**src/hdl/ftm_pkg.sv**
```systemverilog
package ftm_pkg;

  localparam int unsigned DATA_W  = 16;
  localparam int unsigned QUO_W   = 15;
  localparam int unsigned N_CELLS = QUO_W;

  localparam logic [DATA_W-1:0] ONE_Q15 = 16'h8000;

  typedef enum logic {
    SHAPE_TRIANGLE  = 1'b0,
    SHAPE_TRAPEZOID = 1'b1
  } shape_e;

  // Word handed from cell to cell. A sample on a plateau or a peak sets full.
  // The remainder always stays below the divisor.
  typedef struct packed {
    logic              full;
    logic [DATA_W-1:0] rem;
    logic [DATA_W-1:0] div;
    logic [QUO_W-1:0]  quo;
  } cell_t;

endpackage

```
**src/hdl/ftm_front.sv**
```systemverilog
module ftm_front
  import ftm_pkg::*;
(
  input  logic                     clk_i,
  input  logic                     rst_ni,
  input  logic                     valid_i,
  output logic                     ready_o,
  input  shape_e                   shape_i,
  input  logic signed [DATA_W-1:0] x_i,
  input  logic signed [DATA_W-1:0] a_i,
  input  logic signed [DATA_W-1:0] b_i,
  input  logic signed [DATA_W-1:0] c_i,
  input  logic signed [DATA_W-1:0] d_i,
  output logic                     valid_o,
  input  logic                     ready_i,
  output cell_t                    data_o
);

  logic                     valid_q;
  cell_t                    data_q, data_d;
  logic signed [DATA_W-1:0] shoulder_r, foot_r;
  logic signed [DATA_W:0]   rise_up, width_up, rise_dn, width_dn;

  // A triangle is a trapezoid whose two shoulders coincide at the peak.
  assign shoulder_r = (shape_i == SHAPE_TRAPEZOID) ? c_i : b_i;
  assign foot_r     = (shape_i == SHAPE_TRAPEZOID) ? d_i : c_i;

  assign rise_up  = {x_i[DATA_W-1], x_i} - {a_i[DATA_W-1], a_i};
  assign width_up = {b_i[DATA_W-1], b_i} - {a_i[DATA_W-1], a_i};
  assign rise_dn  = {foot_r[DATA_W-1], foot_r} - {x_i[DATA_W-1], x_i};
  assign width_dn = {foot_r[DATA_W-1], foot_r} - {shoulder_r[DATA_W-1], shoulder_r};

  always_comb begin
    data_d.full = 1'b0;
    data_d.rem  = '0;
    data_d.div  = DATA_W'(1);
    data_d.quo  = '0;
    priority if (x_i >= b_i && x_i <= shoulder_r) begin
      data_d.full = 1'b1;
    end else if (x_i <= a_i || x_i >= foot_r) begin
      data_d.full = 1'b0;
    end else if (x_i < b_i) begin
      // On a slope the rise is positive and smaller than the width.
      data_d.rem = rise_up[DATA_W-1:0];
      data_d.div = width_up[DATA_W-1:0];
    end else begin
      data_d.rem = rise_dn[DATA_W-1:0];
      data_d.div = width_dn[DATA_W-1:0];
    end
  end

  assign ready_o = !valid_q || ready_i;
  assign valid_o = valid_q;
  assign data_o  = data_q;

  always_ff @(posedge clk_i or negedge rst_ni) begin
    if (!rst_ni) begin
      valid_q <= 1'b0;
    end else if (ready_o) begin
      valid_q <= valid_i;
    end
  end

  always_ff @(posedge clk_i) begin
    if (ready_o && valid_i) begin
      data_q <= data_d;
    end
  end

endmodule

```
**src/hdl/ftm_cell.sv**
```systemverilog
module ftm_cell
  import ftm_pkg::*;
(
  input  logic  clk_i,
  input  logic  rst_ni,
  input  logic  valid_i,
  output logic  ready_o,
  input  cell_t data_i,
  output logic  valid_o,
  input  logic  ready_i,
  output cell_t data_o
);

  logic              valid_q;
  cell_t             data_q, data_d;
  logic [DATA_W:0]   twice;
  logic [DATA_W:0]   diff;
  logic              ge;

  // One restoring division step: double the remainder, subtract if it fits.
  assign twice = {data_i.rem, 1'b0};
  assign diff  = twice - {1'b0, data_i.div};
  assign ge    = twice >= {1'b0, data_i.div};

  always_comb begin
    data_d      = data_i;
    data_d.rem  = ge ? diff[DATA_W-1:0] : twice[DATA_W-1:0];
    data_d.quo  = {data_i.quo[QUO_W-2:0], ge};
  end

  assign ready_o = !valid_q || ready_i;
  assign valid_o = valid_q;
  assign data_o  = data_q;

  always_ff @(posedge clk_i or negedge rst_ni) begin
    if (!rst_ni) begin
      valid_q <= 1'b0;
    end else if (ready_o) begin
      valid_q <= valid_i;
    end
  end

  always_ff @(posedge clk_i) begin
    if (ready_o && valid_i) begin
      data_q <= data_d;
    end
  end

endmodule

```
**src/hdl/fuzzy_trapezoid_membership_top.sv**
```systemverilog
// Fuzzy membership evaluator for triangle and trapezoid sets. Each transfer
// on the input stream carries one signed 16-bit sample and four signed
// breakpoints; the shape is chosen per transfer by tuser (0 triangle using
// points one to three, 1 trapezoid using all four). Each input transfer
// yields exactly one output transfer holding the membership degree as
// unsigned Q1.15, where 32768 is 1.0. On a slope the degree is the rise
// divided by the slope width, truncated toward zero. The block takes one
// transfer per clock cycle unless a full row stalls. It has one stage that
// classifies the sample and forms the rise and width, then a row of 15
// identical cells, each of which resolves one quotient bit. Every stage holds
// its item until the next one has room, so the input keeps accepting while
// results wait on a stalled output, until the whole row is full.
module fuzzy_trapezoid_membership_top
  import ftm_pkg::*;
(
  input  logic        clk_i,
  input  logic        rst_ni,
  input  logic        s_axis_tvalid_i,
  output logic        s_axis_tready_o,
  // Fields from bit 0: sample, point_one, point_two, point_three, point_four.
  input  logic [79:0] s_axis_tdata_i,
  // Fields from bit 0: shape.
  input  logic        s_axis_tuser_i,
  output logic        m_axis_tvalid_o,
  input  logic        m_axis_tready_i,
  // Fields from bit 0: degree.
  output logic [15:0] m_axis_tdata_o
);

  logic  [N_CELLS:0] valid_c;
  logic  [N_CELLS:0] ready_c;
  cell_t             data_c [N_CELLS+1];
  cell_t             last_w;

  // Front stage: compares and subtractions for the shape, registered.
  ftm_front u_front (
    .clk_i   (clk_i),
    .rst_ni  (rst_ni),
    .valid_i (s_axis_tvalid_i),
    .ready_o (s_axis_tready_o),
    .shape_i (shape_e'(s_axis_tuser_i)),
    .x_i     (s_axis_tdata_i[15:0]),
    .a_i     (s_axis_tdata_i[31:16]),
    .b_i     (s_axis_tdata_i[47:32]),
    .c_i     (s_axis_tdata_i[63:48]),
    .d_i     (s_axis_tdata_i[79:64]),
    .valid_o (valid_c[0]),
    .ready_i (ready_c[0]),
    .data_o  (data_c[0])
  );

  // Division row: cell i hands its partial quotient to cell i+1 when that cell has room.
  for (genvar gi = 0; gi < N_CELLS; gi++) begin : g_cell
    ftm_cell u_cell (
      .clk_i   (clk_i),
      .rst_ni  (rst_ni),
      .valid_i (valid_c[gi]),
      .ready_o (ready_c[gi]),
      .data_i  (data_c[gi]),
      .valid_o (valid_c[gi+1]),
      .ready_i (ready_c[gi+1]),
      .data_o  (data_c[gi+1])
    );
  end

  // The last cell's register is the output register.
  assign ready_c[N_CELLS] = m_axis_tready_i;
  assign last_w           = data_c[N_CELLS];
  assign m_axis_tvalid_o  = valid_c[N_CELLS];
  assign m_axis_tdata_o   = last_w.full ? ONE_Q15 : {1'b0, last_w.quo};

`ifndef SYNTHESIS
  // The degree can never exceed one.
  a_degree_bound : assert property (@(posedge clk_i) disable iff (!rst_ni)
    m_axis_tvalid_o |-> (m_axis_tdata_o <= ONE_Q15))
    else $error("degree above one");

  // Every item entering the division row has a partial remainder below a
  // nonzero divisor, so each cell yields a single quotient bit.
  a_front_rem : assert property (@(posedge clk_i) disable iff (!rst_ni)
    valid_c[0] |-> (data_c[0].div != '0 && data_c[0].rem < data_c[0].div))
    else $error("front stage remainder not below divisor");

  // A saturated result never carries quotient bits.
  a_full_clean : assert property (@(posedge clk_i) disable iff (!rst_ni)
    (m_axis_tvalid_o && last_w.full) |-> (last_w.quo == '0))
    else $error("plateau result with quotient bits");

  // The input only stalls when every stage holds an item.
  a_stall_full : assert property (@(posedge clk_i) disable iff (!rst_ni)
    !s_axis_tready_o |-> (&valid_c))
    else $error("input stalled with a free stage");
`endif

endmodule

```
**config.mk**
```make
export PLATFORM = sky130hd
export DESIGN_NAME = fuzzy_trapezoid_membership_top
export DESIGN_NICKNAME = d
export VERILOG_FILES = /design/src/hdl/ftm_pkg.sv /design/src/hdl/ftm_front.sv /design/src/hdl/ftm_cell.sv /design/src/hdl/fuzzy_trapezoid_membership_top.sv
export SDC_FILE = /design/constraint.sdc
export NUM_CORES = 1
export LEC_CHECK = 0
export BUFFER_PORTS_ARGS = -buffer_cell sky130_fd_sc_hd__buf_4
export CAP_MARGIN = 20
export CORE_UTILIZATION = 60
export DETAILED_ROUTE_END_ITERATION = 8
export PLACE_DENSITY = 0.85
export SETUP_SLACK_MARGIN = 0.1
export SLEW_MARGIN = 20
export SYNTH_ARGS = -nofsm -noshare
export SYNTH_HDL_FRONTEND = slang
export SYNTH_SLANG_ARGS = --single-unit
```
**constraint.sdc**
```tcl
create_clock -name clk_i -period 5.69 [get_ports clk_i]
set_input_delay 1.4225 -clock clk_i [delete_from_list [all_inputs] [get_ports clk_i]]
set_output_delay 1.4225 -clock clk_i [all_outputs]
set_load 0.02 [all_outputs]
```
Yosys cells after proc, flatten, opt, wreduce, memory -nomap -nowiden
Index checks and enable logic that the tools add are counted.
{"block": "word_totals", "reg_bits": 632, "input_bits": 85, "elab_cells": 199}
{"block": "op_classes", "addsub": 18, "order_cmp": 20, "mux": 19, "n_reduce_logical": 51}
{"operator": "$sub A16 B16 Y16", "n": 18}
{"operator": "$mux W16", "n": 17}
{"operator": "$ge A17 B16 Y1", "n": 15}
{"operator": "$ge A16 B16 Y1", "n": 2}
{"operator": "$le A16 B16 Y1", "n": 2}
{"operator": "$mux W32", "n": 1}
{"operator": "$logic_and A1 B1 Y1", "n": 17}
{"operator": "$logic_or A1 B1 Y1", "n": 17}
{"operator": "$logic_not A1 Y1", "n": 16}
{"operator": "$lt A16 B16 Y1", "n": 1}
{"operator": "$reduce_or A2 Y1", "n": 1}
{"operator": "$mux W1", "n": 1}

Depth between registers and ports, before layout
{"block": "logic_depth", "depth_word": 18, "ltp_mapped": 14, "ltp_nobuf": 11}

Modules after synthesis
From an unflattened synthesis, not the netlist that was laid out.
{"block": "hier_totals", "cells_unflattened": 3790, "hier_area_um2": 44916.8}
{"module": "ftm_cell", "instances": 15, "cells_each": 206, "area_per_inst_um2": 2608.8, "seq_area_each_um2": 1466.4}
{"module": "ftm_front", "instances": 1, "cells_each": 684, "area_per_inst_um2": 5652.9, "seq_area_each_um2": 1016.0}
{"module": "fuzzy_trapezoid_membership_top", "instances": 1, "cells_each": 16, "area_per_inst_um2": 132.6, "seq_area_each_um2": 0.0}

Least setup slack after synthesis
OpenSTA, ideal clock, no wires.
{"block": "synth_timing", "path_type": "input to register", "from": "input m_axis_tready_i", "to": "register g_cell[4].u_cell.data_q (netlist bit g_cell[4].u_cell.data_o[0]) (enable)", "setup_time_ns": 0.492, "t_arrival_ns": 5.024, "required_ns": 5.198, "setup_slack_ns": 0.174, "stages": 7, "path_cell_list": "nor2b_1 > nand3_1 > nor2_1 > and2_1 > and3_1 > and3_1 > a21boi_0"}
{"block": "synth_between", "elab_chain_len": 12}
{"item": "from (decl)", "line": "fuzzy_trapezoid_membership_top.sv:25", "rtl": "input logic m_axis_tready_i,"}
{"item": "$logic_or A1 B1 Y1 (11 in a row)", "line": "ftm_cell.sv:31", "rtl": "assign ready_o = !valid_q || ready_i;"}
{"item": "$logic_and A1 B1 Y1", "line": "ftm_cell.sv:44", "rtl": "if (ready_o && valid_i) begin"}
{"item": "to (signal assigned)", "line": "ftm_cell.sv:45", "rtl": "data_q <= data_d;"}
{"item": "to (decl)", "line": "ftm_cell.sv:15", "rtl": "cell_t data_q, data_d;"}
No other way between the ends.
A chain may end at the register's enable or synchronous reset.

Worst setup path in the final report
{"block": "layout_timing", "from": "input m_axis_tready_i", "to": "output s_axis_tready_o"}
{"block": "layout_between", "elab_chain_len": 16}
{"item": "$logic_or A1 B1 Y1 (15 in a row)", "line": "ftm_cell.sv:31"}
{"item": "$logic_or A1 B1 Y1", "line": "ftm_front.sv:52", "rtl": "assign ready_o = !valid_q || ready_i;"}
{"item": "to (decl)", "line": "fuzzy_trapezoid_membership_top.sv:19", "rtl": "output logic s_axis_tready_o,"}
No other way between the ends.

==> impl_metrics.tcl <==
set metrics [dict create \
    top_cell_type_s_share_of_synthesized_area_pct 47.9 \
    cts.sinks 632 \
    routed_wirelength_microns 91800 \
    max-cap-violations 0 \
    report.final.slew_viol_count 0 \
    firstDrtPassIters 5 \
    synth_seq_cells 632 \
    number_of_hold_repair_buffers_added_at_the_cts_stage 0 \
    postCtsSetupRepairBufs 0 \
    gpl.final_weighted_congestion 0.969 \
    num_io_pins 103 \
    grt_antenna_before_repair 1 \
    drtAntennaViolNets 0 \
    maxClockFrequency_mhz 218 \
    critical_path.slowest_cell "sky130_fd_sc_hd__nor2_1" \
    timing.critical_path.slowest_cell_delay_ns 0.32 \
    die_h_microns 256 \
    floorplan.rows 92 \
    critPathLaunchType "input pin" \
    cts_max_level 3 \
    fin_setup_tns_ns 0 \
    total_count_of_hold_check_failures_in_the_final_report 0 \
    power_per_cell_area_nw_per_um2 542 \
    syn-num-nets 3846 \
    synth_top_area_cell "sky130_fd_sc_hd__edfxtp_1" \
    type_of_the_worst_setup_path "input pin to primary output" \
    final.hold.worst_slack_ns 0.416 \
    path_cells "buf_4 -> nor2b_1 -> nand3_1 -> nor2_1 -> nand2_1 -> nor3_1 -> buf_4 -> nand4_1 -> buf_4" \
    synth_area_sq_um 38600 \
    global_route_wire_length_before_repair_microns 143000 \
    worst_setup_hold_path_clk_slew_ns 0.06 \
    tritoncts "built" \
    setup_viol_count_final 0 \
    count_of_filler_cells_inserted_in_the_layout 4518 \
    route.vias.total 27298 \
    clkLatencyLatePin_ns 0.62 \
    timing.final.crit_period_ns 4.59 \
    io_buf_count 102 \
    post_route_cells_drive_above_1_share_pct 12.9 \
    async_reset_ff_share_pct 2.53 \
    die-area_sq_um 65400 \
    clock_path_buffers 3 \
    post_drt_via_cell_ratio 6.12 \
    syn_avg_cell_area_sq_um 11.3 \
    critical_path.max_fanout 5 \
    crit_path_start "m_axis_tready_i" \
    result_of_the_run "complete, no violations" \
    leakagePower_nw 17.5 \
    rsz0062_at_grt "false" \
    critPathMostFrequentCell "sky130_fd_sc_hd__buf_4" \
    max_slew.worst_pin.slew_ns 1.09 \
    n_antenna_cell 0 \
    dpl_hpwl_microns 67700 \
    layout.nets 4000 \
    starting_density_of_the_core_pct 61.0 \
    number_of_synthesized_flops_with_an_enable_pin 616 \
    resize_count_post_cts 0 \
    route.detailed.drc 0 \
    detailedRoute.firstIterationViolations 2392 \
    ir_worst_vdd_mv 0.239 \
    worst_path_dominant_cell_family "simple AND/OR/NAND/NOR gates" \
    die_x_microns 256 \
    grt_max_degree 48 \
    total_clock_buffers_created_by_cts 67 \
    gr-usage-all-layers_pct 27.7 \
    synthTopCellsByArea "sky130_fd_sc_hd__edfxtp_1 48%, sky130_fd_sc_hd__ha_1 11%, sky130_fd_sc_hd__inv_1 3.6%" \
    coreArea_sq_um 63300 \
    post_drt_wl_per_cell_microns 20.6 \
    syn_inst 3410 \
    synth-seq-area-share_pct 49.0 \
    synth_ff_type "sky130_fd_sc_hd__edfxtp_1" \
    timing.critical_path.buf_inv 3 \
    vias_in_the_first_global_route 26772 \
    flow.area_growth_from_synthesis_pct 10.6 \
    clock_skew_ns 0.0377 \
    type_of_element_capturing_the_critical_path "primary output" \
    root_buffer "sky130_fd_sc_hd__clkbuf_16" \
    min-delay-path-class "flop to flop" \
    min_from "g_cell[13].u_cell.data_o[8]" \
    data_arrival_time_of_the_critical_path_ns 3.16 \
    fin_crit_sh_pct 80.6 \
    r2r-start "g_cell[12].u_cell.data_o[16]" \
    synth.lib_cells_used.distinct 93 \
    overflow 0 \
    ys.warnings.count 0 \
    slew_headroom_pct 27.5 \
    required_time_of_the_critical_path_ns 4.27 \
]
==> cells in the mapped netlist, types with 11 or more instances <==
cell type,number
sky130_fd_sc_hd__a211o_1,21
sky130_fd_sc_hd__a211oi_1,22
sky130_fd_sc_hd__a21boi_0,13
sky130_fd_sc_hd__a21o_1,45
sky130_fd_sc_hd__a21oi_1,211
sky130_fd_sc_hd__a21oi_2,22
sky130_fd_sc_hd__a31o_1,11
sky130_fd_sc_hd__a31o_2,15
sky130_fd_sc_hd__a31oi_1,19
sky130_fd_sc_hd__and2_1,30
sky130_fd_sc_hd__and3_1,22
sky130_fd_sc_hd__buf_2,21
sky130_fd_sc_hd__dfrtp_1,16
sky130_fd_sc_hd__edfxtp_1,616
sky130_fd_sc_hd__fa_1,18
sky130_fd_sc_hd__ha_1,333
sky130_fd_sc_hd__inv_1,370
sky130_fd_sc_hd__mux2_2,86
sky130_fd_sc_hd__mux2_4,38
sky130_fd_sc_hd__mux2i_1,38
sky130_fd_sc_hd__nand2_1,137
sky130_fd_sc_hd__nand2b_1,57
sky130_fd_sc_hd__nand3_1,41
sky130_fd_sc_hd__nand4_1,52
sky130_fd_sc_hd__nor2_1,282
sky130_fd_sc_hd__nor2b_1,73
sky130_fd_sc_hd__nor3_1,85
sky130_fd_sc_hd__nor4_1,14
sky130_fd_sc_hd__o211a_1,11
sky130_fd_sc_hd__o211ai_1,12
sky130_fd_sc_hd__o21a_1,85
sky130_fd_sc_hd__o21ai_0,123
sky130_fd_sc_hd__o21ai_1,36
sky130_fd_sc_hd__o21bai_1,13
sky130_fd_sc_hd__o31ai_1,29
sky130_fd_sc_hd__or2_2,17
sky130_fd_sc_hd__or3_1,19
sky130_fd_sc_hd__xnor2_1,114
sky130_fd_sc_hd__xor2_1,55
==> cell families (layout without fill, tap and decap cells) <==
| group | after synthesis | in the layout | synth area share (%) |
|---|---|---|---|
| buf+inv | 408 | 614 | 4.25 |
| mux | 163 | 163 | 5.00 |
| simple gates | 876 | 876 | 11.3 |
| flops | 632 | 632 | 49.0 |
| fa+ha+maj | 351 | 351 | 11.7 |
| xor+xnor | 169 | 169 | 3.83 |
| compound gates | 811 | 811 | 14.9 |
==> layout make-up <==
type / instances / area, sq um / area share (%)
inverter: 370 / 1390 / 3.25
sequential: 632 / 18900 / 44.2
timing repair buffer: 123 / 988 / 2.31
clock inverter: 41 / 480 / 1.12
clock buffer: 80 / 1750 / 4.09
multi-input combinational: 2370 / 18100 / 42.5
tap: 846 / 1060 / 2.48
==> layout by cell type (no fill, tap or decap), drive strengths merged, types with 52 or more instances in the layout <==
master and instances:
a21oi 233, buf 123, clkbuf 80, edfxtp 616, ha 333, inv 372, mux2 125, nand2 143
nand2b 57, nand4 52, nor2 284, nor2b 73, nor3 85, o21a 85, o21ai 159, xnor2 114
xor2 55
==> metrics by stage <==
stage	worst slack, ns	power (mW)	cell area, sq um	std cells	utilization, %
2_1_floorplan	0.174	15.9	38600	3410	-
3_3_place_gp	0.905	18.0	40300	4336	63.7
3_5_place_dp	0.882	18.3	40300	4336	63.7
4_1_cts	1.10	23.0	42600	4457	67.2
5_1_grt	0.880	24.5	42700	4462	67.5
6_report	1.10	23.1	42700	4462	67.5
==> final timing paths <==
path / slack, ns / cells after the start / to
setup / recovery: 1.10 / 9 / s_axis_tready_o
hold / removal: 0.42 / 0 / g_cell[14].u_cell.data_o[9]
setup reg to reg: 2.43 / 8 / g_cell[13].u_cell.data_o[35]
hold reg to reg: 0.42 / 0 / g_cell[14].u_cell.data_o[9]
max in group asynchronous: 4.85 / 1 / g_cell[3].u_cell.valid_o
min in group asynchronous: 0.66 / 1 / g_cell[12].u_cell.valid_o
==> sequential cells by signal (all words and copies together) (netlist names) <==
signal,cells
u_front.data_o,33
u_front.valid_o,1
g_cell.u_cell.valid_o,15
g_cell.u_cell.data_o,583
==> report_power, final <==
group / internal [mW] / switching [mW] / total [mW]
clock network: 2.58 / 1.85 / 4.43
registers: 7.18 / 0.796 / 7.98
logic: 4.72 / 6.01 / 10.7
total: 14.5 / 8.65 / 23.1
==> per-layer routing <==
layer	GRT usage, %	share of wire, %	vias up
met5	0	0.014	-
li1	-	-	12943
met4	12.7	4.5	2
met2	48.0	49	1090
met1	33.9	40	13017
met3	4.42	6.3	246
Power figures use the tool's default switching activity.
